$ cat config.mk
export PLATFORM = sky130hd
export DESIGN_NAME = annexb_nal_splitter_with_config_repeat_core
export DESIGN_NICKNAME = d
export VERILOG_FILES = /design/src/design/anbs_pkg.sv /design/src/design/annexb_nal_splitter_with_config_repeat_core.sv /design/src/design/anbs_front.sv /design/src/design/anbs_cmdq.sv /design/src/design/anbs_back.sv
export SDC_FILE = /design/constraint.sdc
export NUM_CORES = 1
export LEC_CHECK = 0
export CAP_MARGIN = 25
export CORE_MARGIN = 2
export CORE_UTILIZATION = 35
export CTS_BUF_LIST = sky130_fd_sc_hd__clkbuf_16
export DETAILED_ROUTE_END_ITERATION = 8
export DONT_BUFFER_PORTS = 1
export GPL_ROUTABILITY_DRIVEN = 0
export REMOVE_ABC_BUFFERS = 1
export SLEW_MARGIN = 20
export SYNTH_ARGS = -nofsm -noshare
export SYNTH_HDL_FRONTEND = slang
export SYNTH_SLANG_ARGS = --single-unit
$ cat constraint.sdc
create_clock -name i_clk -period 4.45 [get_ports i_clk]
set_input_delay 0.445 -clock i_clk [delete_from_list [all_inputs] [get_ports i_clk]]
set_output_delay 0.445 -clock i_clk [all_outputs]
set_load 0.1 [all_outputs]
$ cat src/design/anbs_pkg.sv
// Shared types and constants for the Annex B NAL unit splitter.
// Used by every module of the block; depends on nothing.
package anbs_pkg;

    localparam int unsigned StoreBytesDef = 30;
    localparam int unsigned QueueDepth    = 4;

    localparam logic [4:0] TypeIdr = 5'd5;
    localparam logic [4:0] TypeSps = 5'd7;
    localparam logic [4:0] TypePps = 5'd8;

    localparam logic [2:0] SyncLast = 3'd3;
    localparam logic [2:0] SyncDone = 3'd4;

    typedef struct packed {
        logic [7:0] data_byte;
        logic       buffer_last;
    } t_in;

    typedef struct packed {
        logic [7:0] out_byte;
        logic [4:0] unit_type;
        logic       unit_first;
        logic       unit_last;
        logic       replayed;
    } t_out;

    typedef enum logic {
        CmdByte   = 1'b0,
        CmdReplay = 1'b1
    } t_cmd_kind;

    typedef struct packed {
        t_cmd_kind  kind;
        logic [7:0] data;
        logic [4:0] utype;
        logic       first;
        logic       last;
    } t_cmd;

endpackage

$ cat src/design/annexb_nal_splitter_with_config_repeat_core.sv
// Top level of the Annex B NAL unit splitter with parameter set replay.
// Depends on anbs_pkg, anbs_front, anbs_cmdq and anbs_back.
//
// Input bytes enter through a queue-like port: a byte is taken when i_push
// is high and o_full is low; buffer_last marks the final byte of a buffer.
// Unit bytes leave through a queue-like port: the oldest byte is on o_out
// while o_empty is low and is taken when i_pop is high.
// The repeat register is written through i_cfg_valid/o_cfg_ready; the user
// must write it only while the block is idle; the block does not enforce it.
// A unit byte is held until four more bytes rule out a start code. It enters
// the command queue at the edge that takes the byte releasing it, and passes
// from the queue into the output register that drives o_out. The front part
// takes one byte per cycle while o_full is low; a byte that ends a buffer
// and releases more than one command (up to five) holds the input until all
// of them have entered the queue. When the repeat register is set and valid
// SPS and PPS are stored, the back part replays them before an IDR unit at
// one byte per cycle while the output is not stalled; the command queue lets
// input continue meanwhile until it fills. When the receiver stalls, results
// wait in the output register and the queue, and o_full rises once both fill.
// Reset empties the queue and output, clears stored SPS/PPS validity and
// sets the repeat register to 0.
module annexb_nal_splitter_with_config_repeat_core #(
    parameter int unsigned STORE_BYTES = anbs_pkg::StoreBytesDef
) (
    input  logic           i_clk,
    input  logic           i_rst_n,
    input  logic           i_push,
    output logic           o_full,
    input  anbs_pkg::t_in  i_in,
    output logic           o_empty,
    input  logic           i_pop,
    output anbs_pkg::t_out o_out,
    input  logic           i_cfg_valid,
    output logic           o_cfg_ready,
    input  logic           i_cfg_data
);

    logic           r_repeat;
    logic           q_push, q_full, q_pop, q_empty;
    anbs_pkg::t_cmd q_in, q_out;

    assign o_cfg_ready = 1'b1;

    always_ff @(posedge i_clk) begin
        if (!i_rst_n) begin
            r_repeat <= 1'b0;
        end else if (i_cfg_valid && o_cfg_ready) begin
            r_repeat <= i_cfg_data;
        end
    end

    anbs_front u_front (
        .i_clk    (i_clk),
        .i_rst_n  (i_rst_n),
        .i_push   (i_push),
        .o_full   (o_full),
        .i_in     (i_in),
        .i_q_full (q_full),
        .o_q_push (q_push),
        .o_q_cmd  (q_in)
    );

    anbs_cmdq u_cmdq (
        .i_clk   (i_clk),
        .i_rst_n (i_rst_n),
        .i_push  (q_push),
        .i_cmd   (q_in),
        .o_full  (q_full),
        .i_pop   (q_pop),
        .o_empty (q_empty),
        .o_cmd   (q_out)
    );

    anbs_back #(
        .STORE_BYTES (STORE_BYTES)
    ) u_back (
        .i_clk     (i_clk),
        .i_rst_n   (i_rst_n),
        .i_repeat  (r_repeat),
        .i_q_empty (q_empty),
        .i_q_cmd   (q_out),
        .o_q_pop   (q_pop),
        .o_empty   (o_empty),
        .i_pop     (i_pop),
        .o_out     (o_out)
    );

    a_reset_empty: assert property (@(posedge i_clk) !i_rst_n |=> o_empty)
        else $error("output not empty after reset");

    a_replay_type: assert property (@(posedge i_clk) disable iff (!i_rst_n)
        (!o_empty && o_out.replayed && o_out.unit_first) |->
        (o_out.unit_type == anbs_pkg::TypeSps || o_out.unit_type == anbs_pkg::TypePps))
        else $error("replayed unit is not a parameter set");

    a_queue_overflow: assert property (@(posedge i_clk) disable iff (!i_rst_n)
        q_push |-> !q_full)
        else $error("command pushed into a full queue");

endmodule

$ cat src/design/anbs_front.sv
// Front part: start code search, unit classification and command generation.
// Depends on anbs_pkg; feeds anbs_cmdq.
module anbs_front (
    input  logic          i_clk,
    input  logic          i_rst_n,
    input  logic          i_push,
    output logic          o_full,
    input  anbs_pkg::t_in i_in,
    input  logic          i_q_full,
    output logic          o_q_push,
    output anbs_pkg::t_cmd o_q_cmd
);

    logic [2:0] r_sync, n_sync;
    logic       r_drop, n_drop;
    logic       r_hp, n_hp;
    logic [2:0] r_hcnt, n_hcnt;
    logic [4:0] r_ctype, n_ctype;
    logic [7:0] r_hold [4];
    logic [7:0] n_hold [4];

    logic       r_p_rep, n_p_rep;
    logic [7:0] r_p_byte [5];
    logic [7:0] n_p_byte [5];
    logic [2:0] r_p_idx, n_p_idx;
    logic [2:0] r_p_end, n_p_end;
    logic       r_p_hdr, n_p_hdr;
    logic       r_p_last, n_p_last;
    logic [4:0] r_p_type, n_p_type;

    logic       acc;
    logic [7:0] b;
    logic [7:0] seq [5];
    logic       m4, m5, sc, hdr;
    logic       f_rep, f_last;
    logic [2:0] f_end;
    logic [4:0] f_type;
    logic       s_rep, s_hdr, s_last;
    logic [2:0] s_idx, s_end;
    logic [4:0] s_type;
    logic [7:0] s_bytes [5];
    logic       push;

    assign o_full = r_p_rep || (r_p_idx != r_p_end) || i_q_full;
    assign acc    = i_push && !o_full;
    assign b      = i_in.data_byte;

    always_comb begin
        for (int i = 0; i < 4; i++) begin
            if (3'(i) < r_hcnt) begin
                seq[i] = r_hold[i];
            end else if (3'(i) == r_hcnt) begin
                seq[i] = b;
            end else begin
                seq[i] = 8'h00;
            end
        end
        seq[4] = (r_hcnt == 3'd4) ? b : 8'h00;
        m4 = (r_hcnt == 3'd3);
        m5 = (r_hcnt == 3'd4);
        sc = (m4 && seq[0] == 8'h00 && seq[1] == 8'h00 && seq[2] == 8'h00
              && seq[3] == 8'h01)
          || (m5 && seq[1] == 8'h00 && seq[2] == 8'h00 && seq[3] == 8'h00
              && seq[4] == 8'h01);
        hdr = r_hp && (r_hcnt == 3'd0);

        n_sync  = r_sync;
        n_drop  = r_drop;
        n_hp    = r_hp;
        n_hcnt  = r_hcnt;
        n_ctype = r_ctype;
        n_hold  = r_hold;
        f_rep   = 1'b0;
        f_end   = 3'd0;
        f_last  = 1'b0;
        f_type  = hdr ? b[4:0] : r_ctype;

        if (acc) begin
            if (r_sync != anbs_pkg::SyncDone) begin
                if (!r_drop) begin
                    if (b == ((r_sync == anbs_pkg::SyncLast) ? 8'h01 : 8'h00)) begin
                        n_sync = r_sync + 3'd1;
                        if (r_sync == anbs_pkg::SyncLast) begin
                            n_hp   = 1'b1;
                            n_hcnt = 3'd0;
                        end
                    end else begin
                        n_drop = 1'b1;
                    end
                end
            end else begin
                if (hdr) begin
                    n_ctype = b[4:0];
                    f_rep   = (b[4:0] == anbs_pkg::TypeIdr);
                end
                if (sc) begin
                    f_end  = m5 ? 3'd1 : 3'd0;
                    f_last = 1'b1;
                    n_hcnt = 3'd0;
                    n_hp   = 1'b1;
                end else if (i_in.buffer_last) begin
                    f_end  = r_hcnt + 3'd1;
                    f_last = 1'b1;
                    n_hcnt = 3'd0;
                    n_hp   = 1'b0;
                end else if (m5) begin
                    f_end  = 3'd1;
                    n_hp   = 1'b0;
                    for (int i = 0; i < 4; i++) begin
                        n_hold[i] = seq[i+1];
                    end
                end else begin
                    n_hold[r_hcnt[1:0]] = b;
                    n_hcnt = r_hcnt + 3'd1;
                end
            end
            if (i_in.buffer_last) begin
                n_sync = 3'd0;
                n_drop = 1'b0;
                n_hp   = 1'b0;
                n_hcnt = 3'd0;
            end
        end

        s_rep   = acc ? f_rep : r_p_rep;
        s_bytes = acc ? seq : r_p_byte;
        s_idx   = acc ? 3'd0 : r_p_idx;
        s_end   = acc ? f_end : r_p_end;
        s_hdr   = acc ? r_hp : r_p_hdr;
        s_last  = acc ? f_last : r_p_last;
        s_type  = acc ? f_type : r_p_type;

        push = !i_q_full && (s_rep || (s_idx != s_end));
        o_q_cmd.kind  = s_rep ? anbs_pkg::CmdReplay : anbs_pkg::CmdByte;
        o_q_cmd.data  = s_bytes[s_idx];
        o_q_cmd.utype = s_type;
        o_q_cmd.first = s_hdr && !s_rep;
        o_q_cmd.last  = s_last && !s_rep && ((s_idx + 3'd1) == s_end);

        n_p_rep  = s_rep && !push;
        n_p_idx  = (push && !s_rep) ? s_idx + 3'd1 : s_idx;
        n_p_hdr  = (push && !s_rep) ? 1'b0 : s_hdr;
        n_p_byte = s_bytes;
        n_p_end  = s_end;
        n_p_last = s_last;
        n_p_type = s_type;
    end

    assign o_q_push = push;

    always_ff @(posedge i_clk) begin
        r_hold   <= n_hold;
        r_p_byte <= n_p_byte;
        r_p_last <= n_p_last;
        r_p_type <= n_p_type;
        if (!i_rst_n) begin
            r_sync  <= 3'd0;
            r_drop  <= 1'b0;
            r_hp    <= 1'b0;
            r_hcnt  <= 3'd0;
            r_ctype <= 5'd0;
            r_p_rep <= 1'b0;
            r_p_idx <= 3'd0;
            r_p_end <= 3'd0;
            r_p_hdr <= 1'b0;
        end else begin
            r_sync  <= n_sync;
            r_drop  <= n_drop;
            r_hp    <= n_hp;
            r_hcnt  <= n_hcnt;
            r_ctype <= n_ctype;
            r_p_rep <= n_p_rep;
            r_p_idx <= n_p_idx;
            r_p_end <= n_p_end;
            r_p_hdr <= n_p_hdr;
        end
    end

endmodule

$ cat src/design/anbs_cmdq.sv
// Short command queue between the front and back parts.
// Depends on anbs_pkg for the command type and depth.
module anbs_cmdq (
    input  logic           i_clk,
    input  logic           i_rst_n,
    input  logic           i_push,
    input  anbs_pkg::t_cmd i_cmd,
    output logic           o_full,
    input  logic           i_pop,
    output logic           o_empty,
    output anbs_pkg::t_cmd o_cmd
);

    localparam int unsigned AW = $clog2(anbs_pkg::QueueDepth);
    localparam int unsigned CW = $clog2(anbs_pkg::QueueDepth + 1);

    anbs_pkg::t_cmd r_mem [anbs_pkg::QueueDepth];
    logic [AW-1:0]  r_wp, r_rp;
    logic [CW-1:0]  r_cnt;
    logic           do_push, do_pop;

    assign o_full  = (r_cnt == CW'(anbs_pkg::QueueDepth));
    assign o_empty = (r_cnt == '0);
    assign o_cmd   = r_mem[r_rp];
    assign do_push = i_push && !o_full;
    assign do_pop  = i_pop && !o_empty;

    always_ff @(posedge i_clk) begin
        if (do_push) begin
            r_mem[r_wp] <= i_cmd;
        end
        if (!i_rst_n) begin
            r_wp  <= '0;
            r_rp  <= '0;
            r_cnt <= '0;
        end else begin
            if (do_push) begin
                r_wp <= (r_wp == AW'(anbs_pkg::QueueDepth - 1)) ? '0 : r_wp + 1'b1;
            end
            if (do_pop) begin
                r_rp <= (r_rp == AW'(anbs_pkg::QueueDepth - 1)) ? '0 : r_rp + 1'b1;
            end
            r_cnt <= r_cnt + CW'(do_push) - CW'(do_pop);
        end
    end

endmodule

$ cat src/design/anbs_back.sv
// Back part: parameter set storage, replay sequencer and output register.
// Depends on anbs_pkg; takes commands from anbs_cmdq.
module anbs_back #(
    parameter int unsigned STORE_BYTES = anbs_pkg::StoreBytesDef
) (
    input  logic           i_clk,
    input  logic           i_rst_n,
    input  logic           i_repeat,
    input  logic           i_q_empty,
    input  anbs_pkg::t_cmd i_q_cmd,
    output logic           o_q_pop,
    output logic           o_empty,
    input  logic           i_pop,
    output anbs_pkg::t_out o_out
);

    localparam int unsigned IW = $clog2(STORE_BYTES);
    localparam int unsigned LW = $clog2(STORE_BYTES + 2);

    typedef enum logic [2:0] {
        S_IDLE = 3'b001,
        S_SPS  = 3'b010,
        S_PPS  = 3'b100
    } t_state;

    t_state         r_state, n_state;
    logic [IW-1:0]  r_idx, n_idx;
    logic           r_ov, n_ov;
    anbs_pkg::t_out r_out, n_out;

    logic [7:0]    r_sps [STORE_BYTES];
    logic [7:0]    r_pps [STORE_BYTES];
    logic [4:0]    r_stype, r_ptype;
    logic [LW-1:0] r_slen, n_slen, r_plen, n_plen;
    logic          r_sv, n_sv, r_pv, n_pv;

    logic          can_out, w_s, w_p;
    logic [LW-1:0] el;
    logic [IW-1:0] w_addr;

    assign o_empty = !r_ov;
    assign o_out   = r_out;
    assign can_out = !r_ov || i_pop;

    always_comb begin
        n_state = r_state;
        n_idx   = r_idx;
        n_ov    = r_ov && !i_pop;
        n_out   = r_out;
        n_slen  = r_slen;
        n_plen  = r_plen;
        n_sv    = r_sv;
        n_pv    = r_pv;
        o_q_pop = 1'b0;
        w_s     = 1'b0;
        w_p     = 1'b0;
        el      = i_q_cmd.first ? '0 : ((i_q_cmd.utype == anbs_pkg::TypeSps) ? r_slen : r_plen);
        w_addr  = el[IW-1:0];
        case (r_state)
            S_IDLE: begin
                if (!i_q_empty && can_out) begin
                    o_q_pop = 1'b1;
                    if (i_q_cmd.kind == anbs_pkg::CmdByte) begin
                        n_ov  = 1'b1;
                        n_out = '{out_byte: i_q_cmd.data, unit_type: i_q_cmd.utype,
                                  unit_first: i_q_cmd.first, unit_last: i_q_cmd.last,
                                  replayed: 1'b0};
                        if (i_q_cmd.utype == anbs_pkg::TypeSps) begin
                            if (el < LW'(STORE_BYTES)) begin
                                w_s    = 1'b1;
                                n_slen = el + 1'b1;
                            end else begin
                                n_slen = LW'(STORE_BYTES + 1);
                            end
                            if (i_q_cmd.first) begin
                                n_sv = 1'b0;
                            end
                            if (i_q_cmd.last) begin
                                n_sv = (n_slen <= LW'(STORE_BYTES));
                            end
                        end else if (i_q_cmd.utype == anbs_pkg::TypePps) begin
                            if (el < LW'(STORE_BYTES)) begin
                                w_p    = 1'b1;
                                n_plen = el + 1'b1;
                            end else begin
                                n_plen = LW'(STORE_BYTES + 1);
                            end
                            if (i_q_cmd.first) begin
                                n_pv = 1'b0;
                            end
                            if (i_q_cmd.last) begin
                                n_pv = (n_plen <= LW'(STORE_BYTES));
                            end
                        end
                    end else if (i_repeat && r_sv && r_pv) begin
                        n_state = S_SPS;
                        n_idx   = '0;
                    end
                end
            end
            S_SPS: begin
                if (can_out) begin
                    n_ov  = 1'b1;
                    n_out = '{out_byte: r_sps[r_idx], unit_type: r_stype,
                              unit_first: (r_idx == '0),
                              unit_last: ((LW'(r_idx) + 1'b1) == r_slen), replayed: 1'b1};
                    if ((LW'(r_idx) + 1'b1) == r_slen) begin
                        n_state = S_PPS;
                        n_idx   = '0;
                    end else begin
                        n_idx = r_idx + 1'b1;
                    end
                end
            end
            S_PPS: begin
                if (can_out) begin
                    n_ov  = 1'b1;
                    n_out = '{out_byte: r_pps[r_idx], unit_type: r_ptype,
                              unit_first: (r_idx == '0),
                              unit_last: ((LW'(r_idx) + 1'b1) == r_plen), replayed: 1'b1};
                    if ((LW'(r_idx) + 1'b1) == r_plen) begin
                        n_state = S_IDLE;
                        n_idx   = '0;
                    end else begin
                        n_idx = r_idx + 1'b1;
                    end
                end
            end
            default: begin
                n_state = S_IDLE;
            end
        endcase
    end

    always_ff @(posedge i_clk) begin
        r_out <= n_out;
        r_idx <= n_idx;
        if (w_s) begin
            r_sps[w_addr] <= i_q_cmd.data;
            if (w_addr == '0) begin
                r_stype <= i_q_cmd.data[4:0];
            end
        end
        if (w_p) begin
            r_pps[w_addr] <= i_q_cmd.data;
            if (w_addr == '0) begin
                r_ptype <= i_q_cmd.data[4:0];
            end
        end
        if (!i_rst_n) begin
            r_state <= S_IDLE;
            r_ov    <= 1'b0;
            r_slen  <= '0;
            r_plen  <= '0;
            r_sv    <= 1'b0;
            r_pv    <= 1'b0;
        end else begin
            r_state <= n_state;
            r_ov    <= n_ov;
            r_slen  <= n_slen;
            r_plen  <= n_plen;
            r_sv    <= n_sv;
            r_pv    <= n_pv;
        end
    end

endmodule
* Yosys cells after proc, flatten, opt, wreduce, memory -nomap -nowiden
Memory sizes are Yosys's and may differ from the RTL's. A register that Yosys moved wholly into a read port is not among the register bits. Cells that the tools add are included.
Operators by class: eq/ne operators 37, reduce and logical (&&, ||, !) cells 65, bitwise logic cells 8, $add $sub $neg 9, magnitude comparators 10, mux-type cells 122
Operators by type and width (count):
- $mux W5 | 23
- $mux W8 | 12
- $mux W3 | 24
- $mux W16 | 4
- $pmux W16 S3 | 1
- $mux W1 | 46
- $mux W40 | 1
- $bwmux W32 | 1
- $logic_not A8 Y1 | 4
- $mux W32 | 1
- $reduce_and A5 Y1 | 5
- $bmux W8 S3 | 1
- $logic_and A1 B1 Y1 | 23
- $demux W8 S2 | 1
- $eq A8 B1 Y1 const B | 2
- $pmux W5 S3 | 1
- $ne A2 B1 Y1 const B | 7
- $ne A3 B3 Y1 const B | 4
- $reduce_and A4 Y1 | 3
- $reduce_and A6 Y1 | 2
- $add A5 B1 Y5 const B | 2
- $eq A5 B3 Y1 const B | 2
- $eq A5 B5 Y1 | 2
- $le A5 B5 Y1 const B | 2
- 38 further kinds | 77
Storage, ports and cells: memory bits (writable) 544, input bits 15, logic and storage cells 292, bits in registers 154, memories kept 3, output and inout bits 19
Memories:
- u_back.r_pps | depth 30, bits a word 8, rd ports 1, clocked after Yosys merged registers in 1, wr ports 1, line anbs_back.sv:32 | logic [7:0] r_pps [STORE_BYTES];
- u_back.r_sps | depth 30, bits a word 8, rd ports 1, clocked after Yosys merged registers in 1, wr ports 1, line anbs_back.sv:31 | logic [7:0] r_sps [STORE_BYTES];
- u_cmdq.r_mem | depth 4, bits a word 16, rd ports 1, clocked after Yosys merged registers in 1, wr ports 1, line anbs_cmdq.sv:17 | anbs_pkg::t_cmd r_mem [anbs_pkg::QueueDepth];

* Logic depth before layout (Yosys ltp)
Gate-level depths: netlist of run 1.
depth in word-level cells 18, depth in mapped cells 17, gate-level depth less buffers 15

* Modules after synthesis
A second synthesis of run 1 with hierarchy kept.
Second synthesis, totals: cells, all modules 1914, area total of the unflattened synthesis 29505.8 µm²
By module, submodules not included:
- anbs_back | cells each 1163, area each 21535.7 µm², sequential area each 15765.1 µm², times used 1
- anbs_front | cells each 609, area each 5091.1 µm², sequential area each 2302.2 µm², times used 1
- anbs_cmdq | cells each 137, area each 2831.5 µm², sequential area each 2102.0 µm², times used 1
- annexb_nal_splitter_with_config_repeat_core | cells each 5, area each 47.5 µm², sequential area each 20.0 µm², times used 1

* Worst setup path after synthesis of run 1
No wires, ideal clock.
kind input to register, start input i_in[6] in the netlist's numbering, end register u_cmdq.r_cnt[2], required time 4.335 ns, library setup time 0.115 ns, data arrival time 3.461 ns, path buffers 1, cell stages on the path 13, path slack 0.874 ns, cells stage by stage buf_6 -> or4_4 -> or4_4 -> o41ai_4 -> a21oi_2 -> mux2i_4 -> a31oi_4 -> ha_1 -> inv_1 -> fa_1 -> xnor2_1 -> xnor2_1 -> and2_1
On the way: cells in the longest elaborated chain, start to end 17, elaborated cells between the ends (all ways) 33, classes of those cells add/sub (2); eq/ne (3); mux (12); reduce/logical (16)
RTL lines:
- start, declared | line annexb_nal_splitter_with_config_repeat_core.sv:29 | input anbs_pkg::t_in i_in,
- $mux W8 | line anbs_front.sv:52 | end else if (3'(i) == r_hcnt) begin
- $mux W8 | line anbs_front.sv:50 | if (3'(i) < r_hcnt) begin
- $logic_not A8 Y1, on equally long branches | line anbs_front.sv:61, anbs_front.sv:63
- $logic_and A1 B1 Y1, on equally long branches (3 in series) | line anbs_front.sv:61, anbs_front.sv:63
- $logic_and A1 B1 Y1, on equally long branches | line anbs_front.sv:62, anbs_front.sv:64
- $logic_or A1 B1 Y1 (*) | line anbs_front.sv:63 | || (m5 && seq[1] == 8'h00 && seq[2] == 8'h00 && seq[3] == 8'h00
- $mux W3 (*) | line anbs_front.sv:96 | if (sc) begin
- $mux W3 (*) | line anbs_front.sv:79 | if (r_sync != anbs_pkg::SyncDone) begin
- $mux W3 (*) | line anbs_front.sv:128 | s_end = acc ? f_end : r_p_end;
- $ne A3 B3 Y1 (*) | line anbs_front.sv:133 | push = !i_q_full && (s_rep || (s_idx != s_end));
- $logic_or A1 B1 Y1 (*) | line anbs_front.sv:133
- $logic_and A1 B1 Y1 (*) | line anbs_front.sv:133
- $logic_and A1 B1 Y1 (*) | line anbs_cmdq.sv:25 | assign do_push = i_push && !o_full;
- named net u_cmdq.do_push | line anbs_cmdq.sv:20 | logic do_push, do_pop;
- $add A3 B1 Y3 (*) | line anbs_cmdq.sv:43 | r_cnt <= r_cnt + CW'(do_push) - CW'(do_pop);
- $sub A3 B1 Y3 (*) | line anbs_cmdq.sv:43
- end signal, assigned | line anbs_cmdq.sv:43
- end, declared | line anbs_cmdq.sv:19 | logic [CW-1:0] r_cnt;
Mark *: on every way through the listed nets, which the timed path passes. The rest lies on a longest branch. A chain may end at the register's enable or synchronous reset.

==> results of run 1 <==
## cell usage in the layout (no fill, tap or decap), types with 6 or more instances in the layout
master         synthesis  layout
buf_4                  1      66
xor2_1                11      11
inv_1                 22      32
mux2i_1               45      45
nand2_1              156     156
nand3_1               45      45
a221oi_1               8       8
dlygate4sd3_1          0       9
clkbuf_16              0      79
nor2_1               138     137
a31oi_1               11      11
clkinv_2               0      18
xnor2_1               14      14
a211oi_1              11      11
o22ai_1               38      38
nor3_1                11      11
ha_1                  21      21
dfxtp_1               98      95
bufinv_16              0       9
buf_12                 0       6
o21a_1                 6       6
nor2b_1               27      27
clkinv_1               2      12
nand2b_1               6       6
a21oi_1               69      69
mux4_2               160     160
o21ai_0               59      59
mux2_2                34      34
and2_1                17      17
and3_1                 7       7
edfxtp_1             607     607
or3_1                  9       9
## state kept, by name, indices dropped and copies added, names as in the netlist, 5 cells and up, named ones only
| name | count |
|---|---|
| u_front.r_ctype | 5 |
| u_back.r_slen | 5 |
| u_back.r_stype | 5 |
| u_front.r_hold | 32 |
| u_back.r_ptype | 5 |
| u_back.r_sps | 240 |
| u_cmdq.r_mem | 64 |
| u_front.r_p_byte | 40 |
| u_front.r_p_type | 5 |
| u_back.o_out | 16 |
| u_back.r_pps | 240 |
| u_back.r_idx | 5 |
| u_back.r_plen | 5 |
## power groups by stage
| stage | registers [uW] | logic [uW] | clock network, uW |
|---|---|---|---|
| final | 8120 | 1980 | 6230 |
| after global routing | 8130 | 2140 | 6590 |
| after CTS | 8120 | 1970 | 6350 |
| after detailed placement | 8260 | 1950 | 0 |
| after floorplan | 8260 | 1050 | 0 |
| after global placement | 8250 | 1910 | 0 |
## per-stage QoR
stage | TNS, ns | power, uW | area, sq um | std cells | setup WS, ns
3_5_place_dp | 0 | 10200 | 30800 | 2863 | 0.400
5_1_grt | 0 | 16900 | 33400 | 3007 | 0.115
6_report | 0 | 16300 | 33400 | 3007 | 0.320
2_1_floorplan | -324.06 | 9320 | 28900 | 1712 | -2.74
3_3_place_gp | 0 | 10200 | 30800 | 2863 | 0.416
4_1_cts | 0 | 16400 | 33400 | 3005 | 0.372
## cell families after synthesis
group | Yosys count | synth area share
buffers and inverters | 135 | 0.0180
AOI/OAI and AO/OA | 241 | 0.0517
muxes | 240 | 0.152
DFF | 705 | 0.689
xor gates and xnor gates | 25 | 0.00748
and+or+nand+nor | 454 | 0.0715
other | 1 | 0.000128
adders and majority gates | 22 | 0.00965
## routing by layer
layer / global-route usage / vias up / wire (um)
met4: 0.0450 / 0 / 1800
met2: 0.267 / 616 / 33900
met3: 0.0289 / 127 / 4340
met5: 0 / - / 0
li1: - / 7198 / -
met1: 0.227 / 8423 / 30300
## worst paths after layout
| check | start | slack [ns] | to | cells after the start |
|---|---|---|---|---|
| hold / removal | i_rst_n | 0.03 | u_front.r_p_idx[2] | 2 |
| setup / recovery | flop | 0.32 | u_back.r_pps[8][2] | 9 |
| hold reg to reg | u_front.r_p_byte[2] | 0.44 | u_front.r_p_byte[2] | 2 |
| setup reg to reg | flop | 0.32 | u_back.r_pps[8][2] | 9 |
## repair_timing
action                    CTS  global route
hold buffers                9             0
hold endpoints to repair   37             0
setup buffers               0             0
resized for setup           0             0
## critical path, delay by kind of cell, from the launching register on
| family | cells | cell delay [ns] |
|---|---|---|
| compound gates | 1 | 0.16 |
| buf+inv | 1 | 0.19 |
| flops | 1 | 0.65 |
| mux | 1 | 0.64 |
| simple gates | 6 | 2.09 |
## area by class of cell
type                       instances  area, sq um
tap                             1080         1350
fill                            7507        49900
sequential                       705        20200
clock buffer                      79         1980
timing repair buffer              82          717
inverter                          24         90.1
multi-input combinational        983         8580
clock inverter                    54          494
==> results.json, run 1 <==
{
  "internal_power_uw": 12200,
  "synth_common_cells": "edfxtp_1 (607), mux4_2 (160), nand2_1 (156), nor2_1 (138), dfxtp_1 (98)",
  "cp.arrival_ns": 4.36,
  "drv_cap": 0,
  "end_kind": "flop",
  "rows": 106,
  "boundaryPins": 34,
  "crit_required_ns": 4.68,
  "post_drt_wl_per_cell_um": 23.4,
  "fin_crit_sh": 0.928,
  "area_growth_pct": 14.1,
  "clkSinkCount": 705,
  "netlist_instances": 1823,
  "dieArea_sq_mm": 0.0860,
  "postSynthAreaPerCell_sq_um": 16.1,
  "synth_ff_type": "edfxtp_1",
  "hold_slack_ns": 0.0299,
  "status": "complete, no violations",
  "start_kind": "flop",
  "cts-root-buf": "clkbuf_16",
  "synth_top_area_cell": "edfxtp_1",
  "rsz0062_at_grt": "no",
  "yosys.area.top_type_share": 0.622,
  "io_buffers": 0,
  "switching_power_uw": 4120,
  "fin_crit_ns": 4.13,
  "overflow": 0,
  "crit_path_frequent_cell": "nor2_1",
  "cpPeakStageDelay_ns": 0.79,
  "cts-buffers-inserted": 74,
  "insertion_delay_ns": 0.61,
  "vias": 16400,
  "antenna_found_initial": 2,
  "cts_tree": "built",
  "grt_pass1_vias": 16400,
  "crit_fanout": 11,
  "die_w_um": 293,
  "synth.distinct_cells": 72,
  "p_sw_frac": 0.252,
  "pwr-share-seq": 0.497,
  "peakVddDrop_mv": 0.393,
  "grt_pass1_wl_mm": 106,
  "cts_htree_levels": 3,
  "slew_headroom": 0.291,
  "max_freq_ghz": 0.242,
  "finalWirelength_mm": 70.4,
  "grt_max_degree": 64,
  "async_flop_share": 0,
  "clk_path_buf_depth": 3,
  "yosysSeqAreaShare": 0.689,
  "critPathKind": "flop to flop",
  "hold_viol": 0,
  "fin_nets": 1907,
  "tightest_slew_ns": 1.06,
  "clkTransAtPathRegs_ns": 0.06,
  "combPwrFrac": 0.121,
  "cp_cell_sequence": "mux4_2 -> nand3b_1 -> nor2_1 -> buf_4 -> or3_1 -> a21oi_1 -> nor2b_1 -> nand2_1 -> nor2_1",
  "ys_ff_latch": 705,
  "grt_use_total": 0.164,
  "drv_slew": 0,
  "post-dp-hpwl_mm": 46.1,
  "leakage_uw": 0.0111,
  "n_antenna_cell": 0,
  "finClkSkew_ns": 0.0220,
  "via_per_inst": 5.44,
  "synth_warnings": 0,
  "drt_iter0_markers": 1580,
  "fin_util": 0.401,
  "syn-cell-area_sq_mm": 0.0293,
  "synth_area_leaders": "edfxtp_1 (62%), mux4_2 (12%), dfxtp_1 (6.7%)",
  "setup_viol": 0,
  "clkPwrFrac": 0.382,
  "core_sq_mm": 0.0833,
  "yosysMostFrequentCell": "edfxtp_1",
  "hold_class": "primary input to flop",
  "start_util": 0.352,
  "drive_above_1_share": 0.210,
  "p_per_area_mw_per_mm2": 489,
  "drt_pass1_iterations": 6,
  "slowest_stage": "nor2_1",
  "synth-edff-count": 607,
  "die_y_um": 293,
  "drc": 0,
  "ant_nets": 0
}
Note: power is estimated with default switching activity, not from simulation.
==> inputs of run 2 (changes only) <==
--- a/config.mk
+++ b/config.mk
@@ -6,6 +6,7 @@
 export NUM_CORES = 1
 export LEC_CHECK = 0
 export CAP_MARGIN = 25
+export CORE_ASPECT_RATIO = 1.75
 export CORE_MARGIN = 2
 export CORE_UTILIZATION = 35
 export CTS_BUF_LIST = sky130_fd_sc_hd__clkbuf_16
==> results.json, run 2 (same netlist as run 1, synthesis figures left out) <==
{
  "reg.largest.list": "u_back.r_pps (240), u_back.r_sps (240), u_cmdq.r_mem (64)",
  "peakVddDrop_mv": 0.292,
  "drt_pass1_iterations": 5,
  "min_to": "u_front.r_p_byte[0]",
  "place_ws_ns": 0.415,
  "via_per_inst": 5.40,
  "max_freq_ghz": 0.254,
  "postCtsSetupBuffers": 0,
  "overflow": 0,
  "start_util": 0.353,
  "drv_cap": 0,
  "grt_pass1_vias": 16800,
  "finClkSkew_ns": 0.0285,
  "post-dp-hpwl_mm": 50.5,
  "rows": 140,
  "tightest_slew_ns": 1.09,
  "leakage_uw": 0.0111,
  "setup_viol": 0,
  "fin_ws_ns": 0.515,
  "clkTransAtPathRegs_ns": 0.06,
  "fin_util": 0.401,
  "start_kind": "flop",
  "drive_above_1_share": 0.216,
  "vias": 16200,
  "hold_viol": 0,
  "grt_use_total": 0.174,
  "core_sq_mm": 0.0830,
  "boundaryPins": 34,
  "reg2reg_to": "u_back.r_sv",
  "cts_htree_levels": 3,
  "drv_slew": 0,
  "hold_class": "primary input to flop",
  "reg2reg_slack_ns": 0.52,
  "fin_nets": 1924,
  "instances_no_fill": 3006,
  "ant_nets": 0,
  "placedCellCount": 2872,
  "dieArea_sq_mm": 0.0861,
  "grt_pass1_wl_mm": 111,
  "fin_crit_ns": 3.93,
  "cts_tree": "built",
  "cp.arrival_ns": 4.45,
  "reg2reg_depth": 12,
  "drt_iter0_markers": 1396,
  "drc": 0,
  "cts-root-buf": "clkbuf_16",
  "grt_max_degree": 73,
  "io_buffers": 0,
  "finalWirelength_mm": 74.2,
  "status": "complete, no violations",
  "final_common_cell": "edfxtp_1",
  "clkSinkCount": 705,
  "clk_path_buf_depth": 3,
  "slew_headroom": 0.274,
  "end_kind": "flop",
  "worstHoldStart": "i_in[1]",
  "die_w_um": 223,
  "n_antenna_cell": 0,
  "critPathKind": "flop to flop",
  "area_growth_pct": 13.7,
  "die_y_um": 387,
  "crit_fanout": 11,
  "rsz0062_at_grt": "no",
  "whs_path_depth": 2,
  "insertion_delay_ns": 0.64,
  "crit_required_ns": 4.97,
  "antenna_found_initial": 0,
  "fin_crit_sh": 0.884,
  "p_total_uw": 15800,
  "final_cell_mix": "edfxtp_1 (607), mux4_2 (159), nand2_1 (156)",
  "post_drt_wl_per_cell_um": 24.7,
  "cts-buffers-inserted": 66,
  "p_per_area_mw_per_mm2": 475
}
run 2: power breakdown:
part / switching (uW) / internal [uW]
Sequential: 124 / 7990
Combinational: 1460 / 492
Clock: 2560 / 3180
Total: 4150 / 11700
run 2: repair_timing:
| action | CTS | global route |
|---|---|---|
| hold endpoints to repair | 61 | 0 |
| setup endpoints to repair | 0 | 2 |
| hold buffers | 10 | 0 |
| gates resized for setup | 0 | 1 |
run 2: stage by stage:
| step | setup TNS (ns) | hold WS, ns | instance area (sq um) |
|---|---|---|---|
| 6_report | 0 | 0.0501 | 33300 |
| 3_3_place_gp | 0 | 0.427 | 31000 |
| 4_1_cts | 0 | 0.000162 | 33300 |
| 2_1_floorplan | -324.06 | 0.415 | 28900 |
| 3_5_place_dp | 0 | 0.439 | 31000 |
| 5_1_grt | 0 | 0.0278 | 33300 |
run 2: worst max-delay path by stage:
stage	from	cells past startpoint	slack [ns]	endpoint
3_3_place_gp	flop	12	0.37	u_back.r_sv
6_report	flop	12	0.52	u_back.r_sv
3_5_place_dp	flop	12	0.42	u_back.r_sv
2_1_floorplan	u_front.r_p_idx[1]	13	-2.74	u_cmdq.r_cnt[2]
4_1_cts	flop	12	0.40	u_back.r_sv
5_1_grt	u_front.r_p_idx[0]	13	0.25	u_cmdq.r_cnt[2]
run 2: final cells by class:
class                      instances  area, sq um
fill                            7532        49700
inverter                          24         90.1
sequential                       705        20200
multi-input combinational        983         8600
tap                             1065         1330
timing repair buffer             107          878
clock buffer                      66         1650
clock inverter                    56          549
run 2: worst max-delay path, stage by stage, from the launching register on:
cell and delay, ns:
dfxtp_1 0.63, mux4_2 0.64, nand3b_1 0.22, nor2_1 0.10, buf_4 0.19, mux2i_1 0.09
or2_2 0.33, inv_1 0.09, ha_1 0.27, xor2_1 0.39, nor4b_2 0.41, o22ai_1 0.19
a31o_2 0.27
run 2: metal layers:
layer | track usage | vias up | share of wire
met5 | 0 | - | 0
met3 | 0.0267 | 156 | 0.050
met2 | 0.329 | 551 | 0.55
met4 | 0.0797 | 0 | 0.045
met1 | 0.188 | 8298 | 0.35
li1 | - | 7230 | -
